<file path="config.mk">
export PLATFORM = sky130hd
export DESIGN_NAME = salc_front
export DESIGN_NICKNAME = d
export VERILOG_FILES = /design/src/design/salc_pkg.sv /design/src/design/salc_front.sv
export SDC_FILE = /design/constraint.sdc
export NUM_CORES = 1
export LEC_CHECK = 0
export BUFFER_PORTS_ARGS = -buffer_cell sky130_fd_sc_hd__buf_2
export CAP_MARGIN = 10
export CORE_UTILIZATION = 45
export DETAILED_ROUTE_END_ITERATION = 10
export GPL_TIMING_DRIVEN = 0
export PLACE_DENSITY = 0.85
export SLEW_MARGIN = 20
export SYNTH_ARGS = -nofsm -noshare
export SYNTH_HDL_FRONTEND = slang
export SYNTH_SLANG_ARGS = --single-unit
</file>
<file path="constraint.sdc">
create_clock -name vclk -period 4.05
set_clock_uncertainty 0.15 [all_clocks]
set_input_delay 0.81 -clock vclk [all_inputs]
set_output_delay 0.81 -clock vclk [all_outputs]
set_load 0.1 [all_outputs]
</file>
<file path="src/design/salc_pkg.sv">
// Shared constants, codes and types for the set-associative LRU cache model.
`default_nettype none
package salc_pkg;

   localparam int MAX_SET_BITS_C = 8;
   localparam int MAX_WAYS_C     = 8;
   localparam int STAMP_W        = 32;
   localparam int TAG_W          = 32;
   localparam int ADDR_W         = 32;
   localparam int CNT_W          = 32;
   localparam int QUEUE_DEPTH    = 2;

   localparam logic [1:0] OP_LOAD   = 2'd0;
   localparam logic [1:0] OP_STORE  = 2'd1;
   localparam logic [1:0] OP_MODIFY = 2'd2;

   localparam logic [1:0] CSR_SET_BITS   = 2'd0;
   localparam logic [1:0] CSR_WAYS_USED  = 2'd1;
   localparam logic [1:0] CSR_BLOCK_BITS = 2'd2;

   localparam logic [3:0] SET_BITS_RST   = 4'd4;
   localparam logic [3:0] WAYS_USED_RST  = 4'd1;
   localparam logic [4:0] BLOCK_BITS_RST = 5'd4;

   typedef struct packed {
      logic [3:0] set_bits;
      logic [3:0] ways_used;
      logic [4:0] block_bits;
   } cfg_type;

endpackage
`default_nettype wire

</file>
<file path="src/design/salc_front.sv">
// Front end: accepts accesses and splits the address into set index and tag.
`default_nettype none
module salc_front
   import salc_pkg::*;
#(
   parameter int MAX_SET_BITS = MAX_SET_BITS_C,
   parameter int ENTRY_W      = 2 + ((MAX_SET_BITS > 0) ? MAX_SET_BITS : 1) + TAG_W
) (
   input  wire logic                 req_valid,
   output logic                      req_stall,
   input  wire logic [1:0]           req_op,
   input  wire logic [ADDR_W-1:0]    req_addr,
   input  wire cfg_type              cfg,
   input  wire logic                 q_full,
   output logic                      q_push,
   output logic      [ENTRY_W-1:0]   q_entry
);
   localparam int SET_W = (MAX_SET_BITS > 0) ? MAX_SET_BITS : 1;

   logic [4:0]        sb;
   logic [5:0]        split;
   logic [ADDR_W-1:0] shifted;
   logic [ADDR_W-1:0] set_mask;
   logic [SET_W-1:0]  set_idx;
   logic [TAG_W-1:0]  tag;
   logic              do_access;
   logic              is_modify;

   always_comb begin
      sb = ({1'b0, cfg.set_bits} > 5'(MAX_SET_BITS)) ? 5'(MAX_SET_BITS) : {1'b0, cfg.set_bits};
      split    = {1'b0, cfg.block_bits} + {1'b0, sb};
      shifted  = req_addr >> cfg.block_bits;
      set_mask = ~({ADDR_W{1'b1}} << sb);
      set_idx  = SET_W'(shifted & set_mask);
      tag      = (split >= 6'd32) ? '0 : TAG_W'(req_addr >> split);
      do_access = (req_op == OP_LOAD) || (req_op == OP_STORE) || (req_op == OP_MODIFY);
      is_modify = (req_op == OP_MODIFY);
   end

   assign req_stall = q_full;
   assign q_push    = req_valid && !q_full;
   assign q_entry   = {do_access, is_modify, set_idx, tag};
endmodule
`default_nettype wire

</file>
==> results.toml, run 1 <==
[status]
haltStage = "5_1_grt"
status = "aborted with a tool error"
error_line = "[ERROR GRT-0232] Routing congestion too high. Check the congestion heatmap in the GUI."

[yosys]
ys_warn_count = 0
netlist_area_mm2 = 0.00328
synth_cell_type_count = 59
synth_nets = 495
syn_area_per_cell_um2 = 7.43
yosysSeqAreaShare = 0
syn-instance-count = 441

[floorplanning]
die_x_um = 87.3
start_util = 0.474
boundaryPins = 93
rows = 30
die_h_um = 87.3

[grt]
grt_max_degree = 17
grt_remaining_overflow = 1
grt_usage = 0.676

[timing]
worst_endpoint_kind = "primary output"
worst_endpoint = "q_entry[6]"

[placed_design]
port_buffers = 88
dp_hpwl_um = 9940
placed_cell_area_mm2 = 0.00429
globalplace.congestion = 0.939
timing repair:
item	CTS
setup endpoints to repair	32
cloned	2
pin swaps	16
hold buffers	0
setup buffers	38
resized for setup	206
metal layers:
layer,GRT usage,GRT overflow
met1,0.679,0
met4,0.644,1
met3,0.503,0
met2,0.874,0
met5,0.119,0
cells in the mapped netlist, types with 5 or more instances:
| master | count | area (µm²) |
|---|---|---|
| a21oi_1 | 21 | 105 |
| o21ai_1 | 6 | 30.0 |
| buf_4 | 10 | 75.1 |
| nand2_1 | 52 | 195 |
| o22ai_1 | 5 | 31.3 |
| clkbuf_1 | 13 | 48.8 |
| o21ai_0 | 30 | 150 |
| mux2i_1 | 71 | 711 |
| nor2_1 | 48 | 180 |
| mux2_2 | 27 | 304 |
| buf_2 | 9 | 45.0 |
| nor3_1 | 14 | 70.1 |
| o211ai_1 | 7 | 52.6 |
| and2_1 | 5 | 31.3 |
| inv_1 | 9 | 33.8 |
| nor2b_1 | 6 | 37.5 |
| buf_6 | 5 | 56.3 |
| nand3_1 | 5 | 25.0 |
| a22oi_1 | 7 | 52.6 |
| mux4_2 | 19 | 428 |
| a211oi_1 | 5 | 37.5 |
cell families after synthesis:
logic type	after synthesis	share of synthesized area
AO/OA/AOI/OAI	113	0.226
buffers and inverters	50	0.0836
adder cells (fa/ha/maj)	5	0.0214
AND/OR/NAND/NOR	149	0.206
multiplexers	119	0.449
XOR/XNOR	5	0.0134
through the flow:
step	setup WS [ns]	TNS [ns]	instances
floorplan	-0.819	-6.66	441
global placement	-0.976	-21.84	625
detailed placement	-0.975	-22.63	625
CTS	-0.336	-5.14	664
==> run 2, diff against run 1 <==
- CORE_UTILIZATION: 45 -> 30
- PLACE_DENSITY: 0.85 -> default
- PLACE_DENSITY_LB_ADDON: default -> 0.15
- clock period: 4.05 -> 5.3 ns (I/O delays scaled with it)
==> results.toml, run 2 <==
[status]
status = "finished, final reports clean"

[placed_design]
placed_cell_area_mm2 = 0.00407
dp_slack_ns = -0.200
port_buffers = 88
dp_hpwl_um = 10500
globalplace.congestion = 0.902

[finish]
syn_to_final_growth_pct = 27.3
antenna_cells = 0
seqCellArea_um2 = 0
clkbuf_count = 0
num-fill-cells = 1155
finalInstanceArea_mm2 = 0.00417
mostFrequentLayoutCell = "buf_2"
fin_nets = 585
final_cell_mix = "buf_2, mux2i_1, nand2_1"
seq_cell_count = 0
drive_gt1_frac = 0.397

[timing]
min_period_ns = 5.18
fmax_mhz = 193
tightest_slew_ns = 0.546
fin_setup_tns_ns = 0
slew-limit-headroom = 0.626
final.period_utilization = 0.977
finalMaxSlewViolations = 0
hold_viol = 0
setup_ws_ns = 0.123
fin_hold_ws_ns = 2.37
finalSetupViolCount = 0

[floorplanning]
core_area_mm2 = 0.0105
start_util = 0.313
rows = 37
die_h_um = 107
die-area_mm2 = 0.0113
die_x_um = 107
boundaryPins = 93

[critical_path]
path_cells = "buf_2 > clkbuf_8 > nor2b_1 > ha_2 > inv_2 > fa_2 > buf_6 > inv_1 > buf_2 > nand2_1 > o21ai_1 > mux2_2 > o21ai_0 > o221a_2 > buf_8"
critical_path_arrival_ns = 3.97
setup.worst_path.end_class = "primary output"
startpoint_type = "input port"
path_class = "input port to primary output"
required_ns = 4.09
cp_max_fo = 10
slowest_stage = "fa_2"
cp_common_cell = "buf_2"
cpPeakStageDelay_ns = 0.52

[yosys]
ys_warn_count = 0
synth_nets = 495
yosysTopAreaCell = "mux2i_1"
synth_area_leaders = "mux2i_1, mux4_2, mux2_2"
synthTopCellsByCount = "mux2i_1, nand2_1, nor2_1, o21ai_0, mux2_2"
netlist_area_mm2 = 0.00328
synth_most_common_cell = "mux2i_1"
synth_cell_type_count = 59
syn-instance-count = 441
syn_area_per_cell_um2 = 7.43
yosysSeqAreaShare = 0
synth_top_area_frac = 0.217

[job]
maxCapViolations = 0

[power]
leakage_nw = 1.85
total_power_mw = 1.12
pwr_density_cell_mw_per_mm2 = 268
ir_drop_mv = 0.302

[clocking]
cts_setup_buffers = 0
hold_buffers = 0

[routing]
drt_iter0_drc = 193
wire_per_inst_um = 19.0
avgViaCountPerCell = 5.73
drcViolationCount = 0
drtAntennaViolNets = 0
firstDrtPassIters = 7
via_count = 3810
wl_um = 12600

[grt]
grt_max_degree = 11
grt_usage = 0.218
grt_pass1_vias = 3802
antenna_found_initial = 0
grt_remaining_overflow = 0
grt_pass1_wl_um = 20000

[hold_path]
hp-class = "input port to primary output"
-- run 2: cell counts after synthesis --
No cell type changed its count.
-- run 2: cell families (layout without fill, tap and decap cells) --
logic type,count (synthesis),in the layout,share of synthesized area
XOR/XNOR,5,5,0.0134
multiplexers,119,119,0.449
adder cells (fa/ha/maj),5,5,0.0214
AO/OA/AOI/OAI,113,113,0.226
AND/OR/NAND/NOR,149,149,0.206
buffers and inverters,50,138,0.0836
-- run 2: per-layer routing --
layer	global-route usage	vias to the layer above	routed length (µm)
li1	-	1840	-
met1	0.291	1800	5650
met2	0.382	150	6030
met3	0.0110	20	662
met4	0.0538	0	286
met5	0	-	0
-- run 2: area by class of cell --
cell class / instances / area (µm²) / area share
multi-input cells: 391 / 3180 / 0.763
well taps: 136 / 170 / 0.0408
repair buffers: 88 / 493 / 0.118
plain buffers: 38 / 282 / 0.0675
inverters: 12 / 45.0 / 0.0108
-- run 2: what timing repair did --
item	in CTS	in global routing
pin swaps	0	1
gates resized for setup	10	34
endpoints found under the setup margin	13	19
-- run 2: final timing paths --
path / to / depth (start not counted) / slack (ns) / start
setup / recovery: q_entry[8] / 15 / 0.12 / cfg[12]
hold / removal: q_push / 3 / 2.37 / q_full
-- run 2: metrics by stage --
stage / instances / util
2_1_floorplan: 441 / -
3_3_place_gp: 665 / 0.389
3_5_place_dp: 665 / 0.389
4_1_cts: 665 / 0.392
5_1_grt: 665 / 0.399
6_report: 665 / 0.399
-- run 2: critical path, delay by kind of cell --
family,cells,cell delay (ns)
AO/OA/AOI/OAI,3,0.57
multiplexers,1,0.32
AND/OR/NAND/NOR,2,0.24
adder cells (fa/ha/maj),2,0.77
buffers and inverters,7,0.97
-- run 2: where the power goes --
group / switching [mW] / total [mW] / internal, mW
logic: 0.797 / 1.12 / 0.321
clock network: 0 / 0 / 0
registers: 0 / 0 / 0
total: 0.797 / 1.12 / 0.321
No activity file was read; power rests on OpenSTA's default activity.
==> run 3, diff against run 2 <==
- ABC_AREA: default -> 1
==> results.toml, run 3 <==
[finish]
num-fill-cells = 1308
seq_cell_count = 0
drive_gt1_frac = 0.167
clkbuf_count = 0
antenna_cells = 0
seqCellArea_um2 = 0
final_cell_mix = "nand2_1, nand3_1, buf_2"
syn_to_final_growth_pct = 18.4
fin_nets = 892
mostFrequentLayoutCell = "nand2_1"

[timing]
fmax_mhz = 202
setup_ws_ns = 0.339
rsz0062_at_grt = "no"
slew-limit-headroom = 0.610
tightest_slew_ns = 0.585
finalMaxSlewViolations = 0
fin_setup_tns_ns = 0
hold_viol = 0
min_period_ns = 4.96
final.period_utilization = 0.936
finalSetupViolCount = 0

[critical_path]
cp_max_fo = 10
startpoint_type = "input port"
setup.worst_path.end_class = "primary output"
critical_path_arrival_ns = 3.75
startpoint = "cfg[12]"
path_class = "input port to primary output"
required_ns = 4.09

[floorplanning]
boundaryPins = 93
die_h_um = 108
rows = 38
die-area_mm2 = 0.0117
die_x_um = 108
core_area_mm2 = 0.0109
start_util = 0.310

[grt]
antenna_found_initial = 0
grt_pass1_vias = 4520
grt_max_degree = 11
grt_pass1_wl_um = 22800
grt_remaining_overflow = 0
grt_usage = 0.244

[yosys]
synth_top_family_by_area = "simple AND/OR/NAND/NOR gates"
synth-compound-area-share = 0.0327
synth_nets = 801
ys_warn_count = 0
syn_area_per_cell_um2 = 4.51
netlist_area_mm2 = 0.00337
synthTopCellsByCount = "nand2_1, nand3_1, nor2_1, inv_1, buf_2"
synth_cell_type_count = 21
synthMuxAreaShare = 0
synth_top_area_frac = 0.426
syn-instance-count = 747
synth_area_leaders = "nand3_1, nand2_1, nor2_1"
synth_most_common_cell = "nand2_1"
synthAdderAreaFrac = 0.0208
synth-simple-area-share = 0.825
synth_xor_area_frac = 0
yosysSeqAreaShare = 0
yosysTopAreaCell = "nand3_1"

[routing]
firstDrtPassIters = 5
drcViolationCount = 0
wire_per_inst_um = 14.8
via_count = 5138
drtAntennaViolNets = 0
wl_um = 14400
drt_iter0_drc = 356
avgViaCountPerCell = 5.26

[hold_path]
hp-class = "input port to primary output"
hold_depth = 3
hp-start = "q_full"

[clocking]
hold_buffers = 0
post_cts_resize_count = 0
cts_setup_buffers = 0

[power]
ir_drop_mv = 0.245
leakage_nw = 2.32
pwr_density_cell_mw_per_mm2 = 257

[placed_design]
port_buffers = 89
globalplace.congestion = 0.901
dp_slack_ns = 0.355
dp_hpwl_um = 12100

[status]
status = "finished, final reports clean"

[job]
maxCapViolations = 0
==> run 3: cell count changes in the layout (fill, tap and decap cells not counted), moves of 11 or more <==
| cell | change |
|---|---|
| buf_2 | +38 |
| buf_4 | -11 |
| inv_1 | +22 |
| mux2_2 | -27 |
| mux2i_1 | -69 |
| mux4_2 | -19 |
| nand2_1 | +238 |
| nand3_1 | +282 |
| o21ai_0 | -14 |
==> run 3: logic make-up (layout without fill, tap and decap cells) <==
| group | after synthesis | in the layout |
|---|---|---|
| buffers and inverters | 86 | 175 |
| AND/OR/NAND/NOR | 634 | 634 |
| AO/OA/AOI/OAI | 22 | 22 |
| adder cells (fa/ha/maj) | 5 | 5 |
==> run 3: area by class of cell <==
class | count | area [µm²] | area share
Timing Repair Buffer | 89 | 445 | 0.112
Multi-Input combinational cell | 661 | 2960 | 0.742
Tap cell | 140 | 175 | 0.0439
Inverter | 38 | 143 | 0.0357
Buffer | 48 | 268 | 0.0671
==> run 3: critical path: stages <==
cell	delay, ns
buf_2	0.14
nor2_1	0.15
ha_1	0.20
inv_1	0.07
fa_1	0.49
buf_2	0.15
clkbuf_1	0.47
nand2_1	0.16
o21ai_0	0.25
nand3_1	0.10
nand2_1	0.09
buf_2	0.42
==> run 3: path summary, 6_finish.rpt <==
| path | end | slack (ns) |
|---|---|---|
| setup / recovery | q_entry[6] | 0.34 |
| hold / removal | q_push | 2.37 |
==> run 3: per-stage QoR <==
stage	power (mW)	utilization	cell area (µm²)	hold slack (ns)	std cells
3_5_place_dp	1.02	0.367	3990	2.37	976
2_1_floorplan	0.812	-	3370	2.18	747
5_1_grt	1.10	0.367	3990	2.38	976
3_3_place_gp	1.02	0.367	3990	2.37	976
4_1_cts	1.02	0.367	3990	2.37	976
6_report	1.03	0.367	3990	2.37	976
==> run 3: where the power goes <==
part | switching, mW | total, mW | internal (mW) | leakage (nW)
logic | 0.802 | 1.03 | 0.225 | 2.32
clock network | 0 | 0 | 0 | 0
registers | 0 | 0 | 0 | 0
total | 0.802 | 1.03 | 0.225 | 2.32
==> run 3: routing by layer <==
metal | track usage | vias up | part of all wire
li1 | - | 2666 | -
met5 | 0 | - | 0
met3 | 0.0115 | 23 | 0.060
met2 | 0.408 | 214 | 0.45
met4 | 0.0724 | 0 | 0.026
met1 | 0.335 | 2235 | 0.47
