`config.mk`:
```
export PLATFORM = sky130hd
export DESIGN_NAME = salc_queue
export DESIGN_NICKNAME = d
export VERILOG_FILES = /design/src/design/salc_queue.sv
export SDC_FILE = /design/constraint.sdc
export NUM_CORES = 1
export LEC_CHECK = 0
export BUFFER_PORTS_ARGS = -buffer_cell sky130_fd_sc_hd__buf_2
export CELL_PAD_IN_SITES_DETAIL_PLACEMENT = 0
export CELL_PAD_IN_SITES_GLOBAL_PLACEMENT = 2
export CORE_UTILIZATION = 33
export CTS_CLUSTER_SIZE = 20
export DETAILED_ROUTE_END_ITERATION = 10
export GPL_ROUTABILITY_DRIVEN = 0
export PLACE_DENSITY = 0.77
export SLEW_MARGIN = 10
export SYNTH_ARGS = -nofsm -noshare
export SYNTH_HDL_FRONTEND = slang
export SYNTH_SLANG_ARGS = --single-unit
export TNS_END_PERCENT = 30
```
`constraint.sdc`:
```
create_clock -name clock -period 1.45 [get_ports clock]
set_clock_uncertainty 0.05 [all_clocks]
set_input_delay 0.2175 -clock clock [delete_from_list [all_inputs] [get_ports clock]]
set_output_delay 0.2175 -clock clock [all_outputs]
set_load 0.005 [all_outputs]
```
`src/design/salc_queue.sv`:
```
// Small FIFO between the classify front and the lookup back end.
`default_nettype none
module salc_queue #(
   parameter int WIDTH = 8,
   parameter int DEPTH = 2
) (
   input  wire logic             clock,
   input  wire logic             reset,
   input  wire logic             push,
   input  wire logic [WIDTH-1:0] push_data,
   input  wire logic             pop,
   output logic                  full,
   output logic                  not_empty,
   output logic      [WIDTH-1:0] head
);
   localparam int PW = (DEPTH > 1) ? $clog2(DEPTH) : 1;

   logic [WIDTH-1:0] mem_ff [DEPTH];
   logic [PW-1:0]    wr_ptr_ff, wr_ptr_in, rd_ptr_ff, rd_ptr_in;
   logic [PW:0]      count_ff, count_in;

   function automatic logic [PW-1:0] ptr_next(input logic [PW-1:0] p);
      return (p == PW'(DEPTH - 1)) ? '0 : p + 1'b1;
   endfunction

   assign full      = (count_ff == (PW+1)'(DEPTH));
   assign not_empty = (count_ff != '0);
   assign head      = mem_ff[rd_ptr_ff];

   always_comb begin
      wr_ptr_in = push ? ptr_next(wr_ptr_ff) : wr_ptr_ff;
      rd_ptr_in = pop  ? ptr_next(rd_ptr_ff) : rd_ptr_ff;
      count_in  = count_ff;
      if (push && !pop) begin
         count_in = count_ff + 1'b1;
      end else if (pop && !push) begin
         count_in = count_ff - 1'b1;
      end
   end

   always_ff @(posedge clock) begin
      if (reset) begin
         wr_ptr_ff <= '0;
         rd_ptr_ff <= '0;
         count_ff  <= '0;
      end else begin
         wr_ptr_ff <= wr_ptr_in;
         rd_ptr_ff <= rd_ptr_in;
         count_ff  <= count_in;
      end
   end

   always_ff @(posedge clock) begin
      if (push) begin
         mem_ff[wr_ptr_ff] <= push_data;
      end
   end
endmodule
`default_nettype wire

```
==> results_dict.tcl, run 1 <==
set metrics [dict create \
    viasPerCell 4.37 \
    cts_inserted_buffers 3 \
    worst_slack_ns 0.00000333 \
    ys_async_sr_fraction_pct 0 \
    cts_sinks 21 \
    slew_viol_final 0 \
    rsz0062_at_grt "yes" \
    finalSetupViolCount 0 \
    stdcell_count 100 \
    syn_to_final_growth_pct 32.2 \
    critPathLaunchType "flip-flop" \
    routed_wl_um 1080 \
    postRouteAntennaNets 0 \
    crit_type "flip-flop to primary output" \
    avgSynthCellArea_um2 16.7 \
    initial_utilization_pct 35.2 \
    fin_crit_ns 1.45 \
    syn_area_um2 786 \
    synth_top_cell_by_area "edfxtp_1" \
    ys_warn_count 0 \
    route.detailed.drc 0 \
    arrival_ns 1.18 \
    min_period_over_period_pct 100 \
    ctsHoldBuffers 0 \
    crit_chain "mux2_4 -> buf_6" \
    synth_top_area_share_pct 61.1 \
    antenna_found_initial 0 \
    postPlaceCellArea_um2 928 \
    clkTransAtPathRegs_ns 0.10 \
    clk_latency_ns 0.29 \
    synth_flop_cell "edfxtp_1" \
    synth_nets 60 \
    finalHoldViolCount 0 \
    core_area_um2 2230 \
    synth.area.top_cells "edfxtp_1, dfxtp_1, mux2_2" \
    die_w_um 50.8 \
    wl_per_cell_um 10.8 \
    slew-limit-headroom_pct 75.1 \
    worstPathRequired_ns 1.18 \
    ctsLongestPathBuffers 2 \
    pwr_density_cell_nw_per_um2 1140 \
    fin_nets 86 \
    fillers 227 \
    portBuffers 21 \
    fmax_mhz 690 \
    cp_max_fo 8 \
    rows 17 \
    fp.dieArea_um2 2580 \
    diodes 0 \
    gr-usage-all-layers_pct 10.0 \
    worstMarginPinSlew_ns 0.373 \
    grt_overflow 0 \
    grt_pass1_wl_um 1820 \
    peakVddDrop_v 0.000601 \
    drive_above_1_share_pct 50.0 \
    synth_cell_types 16 \
    grt_pass1_vias 442 \
    io_pins 22 \
    dp.cells 96 \
    crit_path_end_kind "primary output" \
    die_h_um 50.8 \
    dr.first_iter.drc_count 1 \
    h-tree-depth 1 \
    synth_cells 47 \
    status "finished, final reports clean" \
    slowest_delay_ns 0.45 \
    fin_area_um2 1040 \
    ys_ff_latch 21 \
    routed-via-count 437 \
    cts_tree "done" \
    hp-class "input port to flip-flop" \
    yosysSeqAreaShare_pct 73.9 \
    grt_max_degree 12 \
    drtPass1Iterations 2 \
    dp_hpwl_um 769 \
    report.power.total_uw 1180 \
    clockRootBuffer "clkbuf_4" \
    place_ws_ns 0.140 \
    cap_violations 0 \
    synth_edf_count 16 \
    p_leak_uw 0.000429 \
    slowest_stage "dfxtp_4" \
]
[cells by family after synthesis]
family,synth area share [%]
muxes,11.5
and+or+nand+nor,6.21
AOI/OAI and AO/OA,1.27
buffers and inverters,1.11
adders and majority gates,1.59
DFF,73.9
xor gates and xnor gates,4.46
[final cells by class]
type                            count  area, µm²  area share [%]
Inverter                            1       3.75           0.361
Sequential cell                    21        584            56.3
Multi-Input combinational cell     24        226            21.8
Tap cell                           28       35.0            3.37
Timing Repair Buffer               22        163            15.7
Clock buffer                        4       26.3            2.53
[layout by cell type (no fill, tap or decap)]
cell type	n
edfxtp_1	16
buf_2	13
mux2_4	8
buf_6	8
nor2_1	4
dfxtp_1	4
clkbuf_4	3
xor2_1	2
xnor2_1	2
and2_1	1
or2_2	1
and2b_2	1
nor2b_1	1
o21ai_0	1
or3_1	1
a21oi_1	1
inv_1	1
ha_1	1
dfxtp_4	1
clkbuf_1	1
buf_4	1
[per-stage QoR]
step	utilization, %	TNS, ns	hold WS, ns
detailed placement	41.6	0	0.359
CTS	43.1	-0.194	0.0342
global route	46.5	-0.403	0.0313
floorplan	-	0	0.237
finish	46.5	0	0.0572
global placement	41.6	0	0.357
[flip-flops by register name, indices dropped and copies added (netlist names), named ones only]
register / cells
wr_ptr_ff: 1
count_ff: 2
rd_ptr_ff: 1
mem_ff: 16
[layer usage]
layer	up-vias	global-route usage, %	wire [µm]	share of wire (%)
met2	14	16.2	530	49
met5	-	0	0	0
li1	216	-	-	-
met4	0	6.94	0	0
met3	0	3.33	63	5.8
met1	207	11.0	488	45
[worst paths after layout]
check	start	end	slack, ns	cells past startpoint
min reg2reg	count_ff[1]	count_ff[1]	0.46	2
min	push_data[5]	mem_ff[0][5]	0.06	1
max	flip-flop	head[6]	0.000003	2
max reg2reg	wr_ptr_ff	mem_ff[1][0]	0.33	1
[Yosys cell counts, drive strengths merged (2+ instances only)]
cell type and instances:
edfxtp 16, mux2 8, dfxtp 5, nor2 4
xnor2 2, xor2 2
[report_power, final]
group	internal, µW	total (µW)	switching, µW	leakage [µW]
combinational	129	195	66.1	0.000221
clock	107	262	155	0.0000150
sequential	695	724	29.2	0.000192
total	931	1180	250	0.000429
[repair_timing]
action                                  in CTS  in global routing
pin swaps                                    0                  0
endpoints found under the setup margin       8                  8
setup buffers                                0                  0
gates resized for setup                      3                 15
[critical path, delay by kind of cell (launching register included)]
family / cells / cell delay (ns)
muxes: 1 / 0.32
buffers and inverters: 1 / 0.11
DFF: 1 / 0.45
No activity file was read; power rests on OpenSTA's default activity.
==> run 2, diff against run 1 <==
--- a/config.mk
+++ b/config.mk
@@ -8,6 +8,7 @@
 export BUFFER_PORTS_ARGS = -buffer_cell sky130_fd_sc_hd__buf_2
 export CELL_PAD_IN_SITES_DETAIL_PLACEMENT = 0
 export CELL_PAD_IN_SITES_GLOBAL_PLACEMENT = 2
+export CORE_ASPECT_RATIO = 0.75
 export CORE_UTILIZATION = 33
 export CTS_CLUSTER_SIZE = 20
 export DETAILED_ROUTE_END_ITERATION = 10
==> run 2 against run 1 <==
Effect of this change:
- the run now ends with negative setup slack left
- maximum frequency fell by 1.4%
- routed wire length increased by 17%
- total power rose by 1.4%
- non-clock buffer count rose by 1
- flip-flop and latch count did not move
- sequential share of layout area decreased by 0.67 points
- critical endpoint is now head[7]
- largest cell class unchanged
- highest routed layer unchanged
==> results_dict.tcl, run 2 (synthesis gave the netlist of run 1 again) <==
set metrics [dict create \
    reg2reg_from "wr_ptr_ff" \
    slowest_stage "dfxtp_4" \
    min-delay-start "push_data[0]" \
    fillers 192 \
    grt_overflow 0 \
    dr.first_iter.drc_count 12 \
    arrival_ns 1.20 \
    peakVddDrop_v 0.000726 \
    power_frac_seq_pct 60.7 \
    pwr-share-comb_pct 16.9 \
    violations "negative setup slack" \
    critPathLaunchType "flip-flop" \
    cts_inserted_buffers 3 \
    final_common_cell "edfxtp_1" \
    fp.dieArea_um2 2580 \
    final-seq-area_um2 584 \
    slowest_delay_ns 0.46 \
    switching_share_pct 22.0 \
    cts_sinks 21 \
    worstPathRequired_ns 1.18 \
    portBuffers 21 \
    drive_above_1_share_pct 50.7 \
    diodes 0 \
    rr_worst_depth 1 \
    p_clk_share_pct 22.4 \
    post-cts-setup-buffers 0 \
    fin_crit_ns 1.47 \
    ctsLongestPathBuffers 2 \
    switching_power_uw 263 \
    worstMarginPinSlew_ns 0.390 \
    p_leak_uw 0.000434 \
    largestRegisters "mem_ff: 16 flops, count_ff: 2 flops" \
    routed-via-count 441 \
    cp_max_fo 8 \
    gr-usage-all-layers_pct 12.1 \
    met2_length_um 615 \
    wl_met1_um 551 \
    wl_per_cell_um 12.1 \
    report.power.total_uw 1200 \
    multi_input_area_um2 226 \
    clockRootBuffer "clkbuf_4" \
    clkTransAtPathRegs_ns 0.11 \
    slew_viol_final 0 \
    cap_violations 0 \
    drtPass1Iterations 4 \
    crit_type "flip-flop to primary output" \
    finalHoldViolCount 0 \
    viasPerCell 4.20 \
    rsz0062_at_grt "yes" \
    rows 14 \
    route.detailed.drc 0 \
    cts_tree "done" \
    postRouteAntennaNets 0 \
    final_cell_mix "edfxtp_1, buf_2, mux2_4, buf_6" \
    routed_wl_um 1270 \
    core_area_um2 2120 \
    io_pins 22 \
    dp_hpwl_um 894 \
    worst_slack_ns -0.0208 \
    hp-class "input port to flip-flop" \
    top_layer "met3" \
    syn_to_final_growth_pct 33.8 \
    internal_power_uw 934 \
    min_period_over_period_pct 101 \
    die_h_um 44.3 \
    slew-limit-headroom_pct 74.0 \
    initial_utilization_pct 37.1 \
    crit_path_end_kind "primary output" \
    whs_path_depth 1 \
    die_w_um 58.3 \
    ctsHoldBuffers 0 \
    status "finished, violations left" \
    antenna_found_initial 0 \
    fin_nets 87 \
    grt_pass1_vias 465 \
    grt_pass1_wl_um 2150 \
    dr_wl_met3_um 104 \
    crit_family "flip-flops" \
    r2r-end "mem_ff[1][2]" \
    h-tree-depth 1 \
    holdWs_ns 0.0505 \
    path_buf_inv 1 \
    hold_end "mem_ff[1][0]" \
    pwr_density_cell_nw_per_um2 1140 \
    fmax_mhz 680 \
    crit_chain "mux2_4 -> buf_6" \
    ff2ff_setup_slack_ns 0.31 \
    largest_reg_flops 16 \
    finalSetupViolCount 8 \
    clk_latency_ns 0.29 \
    regMostFlops "mem_ff" \
    grt_max_degree 12 \
]
==> run 2: timing repair <==
item / 4_1_cts / 5_1_grt
gates resized for setup: 17 / 1
endpoints found under the hold margin: 0 / 0
setup endpoints to repair: 8 / 8
==> run 2: area by class of cell <==
cell class	instances	share of cell area, %
Sequential cell	21	55.6
Multi-Input combinational cell	24	21.5
Timing Repair Buffer	23	16.2
Tap cell	32	3.81
Clock buffer	4	2.50
Inverter	1	0.357
==> run 2: worst max path at each step <==
stage                     startpoint      endpoint  slack, ns  cells past startpoint
after global routing       flip-flop       head[7]      -0.07                      2
after detailed placement   flip-flop       head[5]       0.12                      2
final                      flip-flop       head[7]      -0.02                      2
after floorplan            wr_ptr_ff  mem_ff[0][0]       0.31                      1
after global placement     flip-flop       head[0]       0.14                      2
after CTS                  flip-flop       head[5]      -0.04                      2
==> run 2: power by group through the flow <==
stage	combinational (µW)	sequential, µW	clock, µW
2_1_floorplan	94.6	721	0
3_3_place_gp	154	733	0
3_5_place_dp	156	736	0
4_1_cts	200	727	285
5_1_grt	224	734	301
6_report	202	727	268
==> run 2: layer usage <==
layer | vias up | track usage (%)
li1 | 221 | -
met5 | - | 0
met3 | 0 | 7.31
met2 | 17 | 19.5
met4 | 0 | 1.43
met1 | 203 | 14.5
==> run 2: metrics by stage <==
step           cell area [µm²]  util [%]  setup WS, ns  TNS, ns  std cells
5_1_grt                   1050      49.6       -0.0702   -0.504        105
2_1_floorplan              786         -         0.312        0         47
3_5_place_dp               941      44.4         0.116        0        101
3_3_place_gp               941      44.4         0.138        0        101
6_report                  1050      49.6       -0.0208   -0.128        105
4_1_cts                   1040      49.3       -0.0363   -0.267        105
==> run 3, diff against run 2 <==
--- a/config.mk
+++ b/config.mk
@@ -5,6 +5,7 @@
 export SDC_FILE = /design/constraint.sdc
 export NUM_CORES = 1
 export LEC_CHECK = 0
+export ABC_CLOCK_PERIOD_IN_PS = 1450
 export BUFFER_PORTS_ARGS = -buffer_cell sky130_fd_sc_hd__buf_2
 export CELL_PAD_IN_SITES_DETAIL_PLACEMENT = 0
 export CELL_PAD_IN_SITES_GLOBAL_PLACEMENT = 2
@@ -13,6 +14,7 @@
 export CTS_CLUSTER_SIZE = 20
 export DETAILED_ROUTE_END_ITERATION = 10
 export GPL_ROUTABILITY_DRIVEN = 0
+export MAX_ROUTING_LAYER = met4
 export PLACE_DENSITY = 0.77
 export SLEW_MARGIN = 10
 export SYNTH_ARGS = -nofsm -noshare
==> run 3 against run 2 <==
Effect of this change:
- the flow still finishes with violations (negative setup slack)
- register-to-register slack barely moved
- clock power about the same
- via count shrank 1.4%
- routed wire length decreased by 0.55%
- sequential power about the same
==> results_dict.tcl, run 3 (synthesis gave the netlist of run 1 again) <==
set metrics [dict create \
    fin_util_pct 49.6 \
    cap_violations 0 \
    grt_pass1_vias 463 \
    peakVddDrop_v 0.000725 \
    p_leak_uw 0.000434 \
    fin_nets 87 \
    clockRootBuffer "clkbuf_4" \
    routed-via-count 435 \
    worst_slack_ns -0.0201 \
    cts_tree "done" \
    critPathLaunchType "flip-flop" \
    min_period_over_period_pct 101 \
    cts_sinks 21 \
    stdcell_count 105 \
    gr-usage-all-layers_pct 12.5 \
    switching_share_pct 22.0 \
    pwr_density_cell_nw_per_um2 1140 \
    grt_overflow 0 \
    hp-class "input port to flip-flop" \
    ctsLongestPathBuffers 2 \
    arrival_ns 1.20 \
    postRouteAntennaNets 0 \
    holdWs_ns 0.0504 \
    fin_tns_setup_ns -0.126 \
    grt_pass1_wl_um 2150 \
    switching_power_uw 263 \
    finalHoldViolCount 0 \
    core_area_um2 2120 \
    antenna_found_initial 0 \
    die_w_um 58.3 \
    largestRegisters "mem_ff: 16 flops, count_ff: 2 flops" \
    dp.cells 101 \
    post-cts-setup-buffers 0 \
    worstPathRequired_ns 1.18 \
    clkTransAtPathRegs_ns 0.11 \
    final_cell_mix "edfxtp_1, buf_2, mux2_4, buf_6" \
    finalSetupViolCount 8 \
    slew_viol_final 0 \
    drive_above_1_share_pct 50.7 \
    final_common_cell "edfxtp_1" \
    route.detailed.drc 0 \
    ctsHoldBuffers 0 \
    routed_wl_um 1260 \
    worstMarginPinSlew_ns 0.391 \
    crit_type "flip-flop to primary output" \
    largest_reg_flops 16 \
    rsz0062_at_grt "yes" \
    syn_to_final_growth_pct 33.8 \
    viasPerCell 4.14 \
    grt_max_degree 12 \
    die_h_um 44.3 \
    fp.dieArea_um2 2580 \
    fmax_mhz 680 \
    portBuffers 21 \
    dp_hpwl_um 894 \
    drtPass1Iterations 4 \
    power_frac_seq_pct 60.7 \
    regMostFlops "mem_ff" \
    dr.first_iter.drc_count 7 \
    cts_inserted_buffers 3 \
    fillers 192 \
    p_clk_share_pct 22.5 \
    wl_per_cell_um 12.0 \
    status "finished, violations left" \
    pwr-share-comb_pct 16.8 \
    io_pins 22 \
    report.power.total_uw 1200 \
    cp_max_fo 8 \
    clk_latency_ns 0.29 \
    initial_utilization_pct 37.1 \
    crit_path_end_kind "primary output" \
    slew-limit-headroom_pct 74.0 \
    h-tree-depth 1 \
    fin_crit_ns 1.47 \
    violations "negative setup slack" \
    internal_power_uw 934 \
    diodes 0 \
    rows 14 \
]
## run 3: path summary, 6_finish.rpt
path	to	slack [ns]	from	depth (start not counted)
setup / recovery	head[7]	-0.02	flip-flop	2
hold / removal	mem_ff[0][0]	0.05	push_data[0]	1
setup reg to reg	mem_ff[1][2]	0.31	wr_ptr_ff	1
hold reg to reg	count_ff[1]	0.45	count_ff[1]	2
## run 3: layout make-up
cell class	instances	area (µm²)	share of cell area [%]
clock buffer	4	26.3	2.50
inverter	1	3.75	0.357
multi-input combinational	24	226	21.5
sequential	21	584	55.6
tap	32	40.0	3.81
timing repair buffer	23	170	16.2
## run 3: stage by stage
step / cell area, µm² / setup WS, ns
after floorplan: 786 / 0.312
after global placement: 941 / 0.138
after detailed placement: 941 / 0.116
after CTS: 1040 / -0.0363
after global routing: 1050 / -0.0702
final: 1050 / -0.0201
## run 3: per-layer routing
layer / GRT usage [%] / vias to the layer above / share of wire (%)
li1: - / 220 / -
met1: 14.7 / 198 / 45
met2: 19.5 / 17 / 47
met3: 7.02 / 0 / 7.5
met4: 1.43 / 0 / 0
met5: - / - / 0
## run 3: power groups by stage
| stage | Combinational [µW] | Clock, µW | Sequential (µW) |
|---|---|---|---|
| global placement | 154 | 0 | 733 |
| global route | 224 | 301 | 734 |
| finish | 202 | 269 | 727 |
| CTS | 200 | 285 | 727 |
| floorplan | 94.6 | 0 | 721 |
| detailed placement | 156 | 0 | 736 |
## run 3: timing repair
item                       CTS  global route
setup endpoints to repair    8             8
resized for setup           17             1
cloned                       0             0
## run 3: critical path, stage by stage, from the launching register on
cell and delay (ns):
dfxtp_4 0.46, mux2_4 0.33, buf_6 0.12
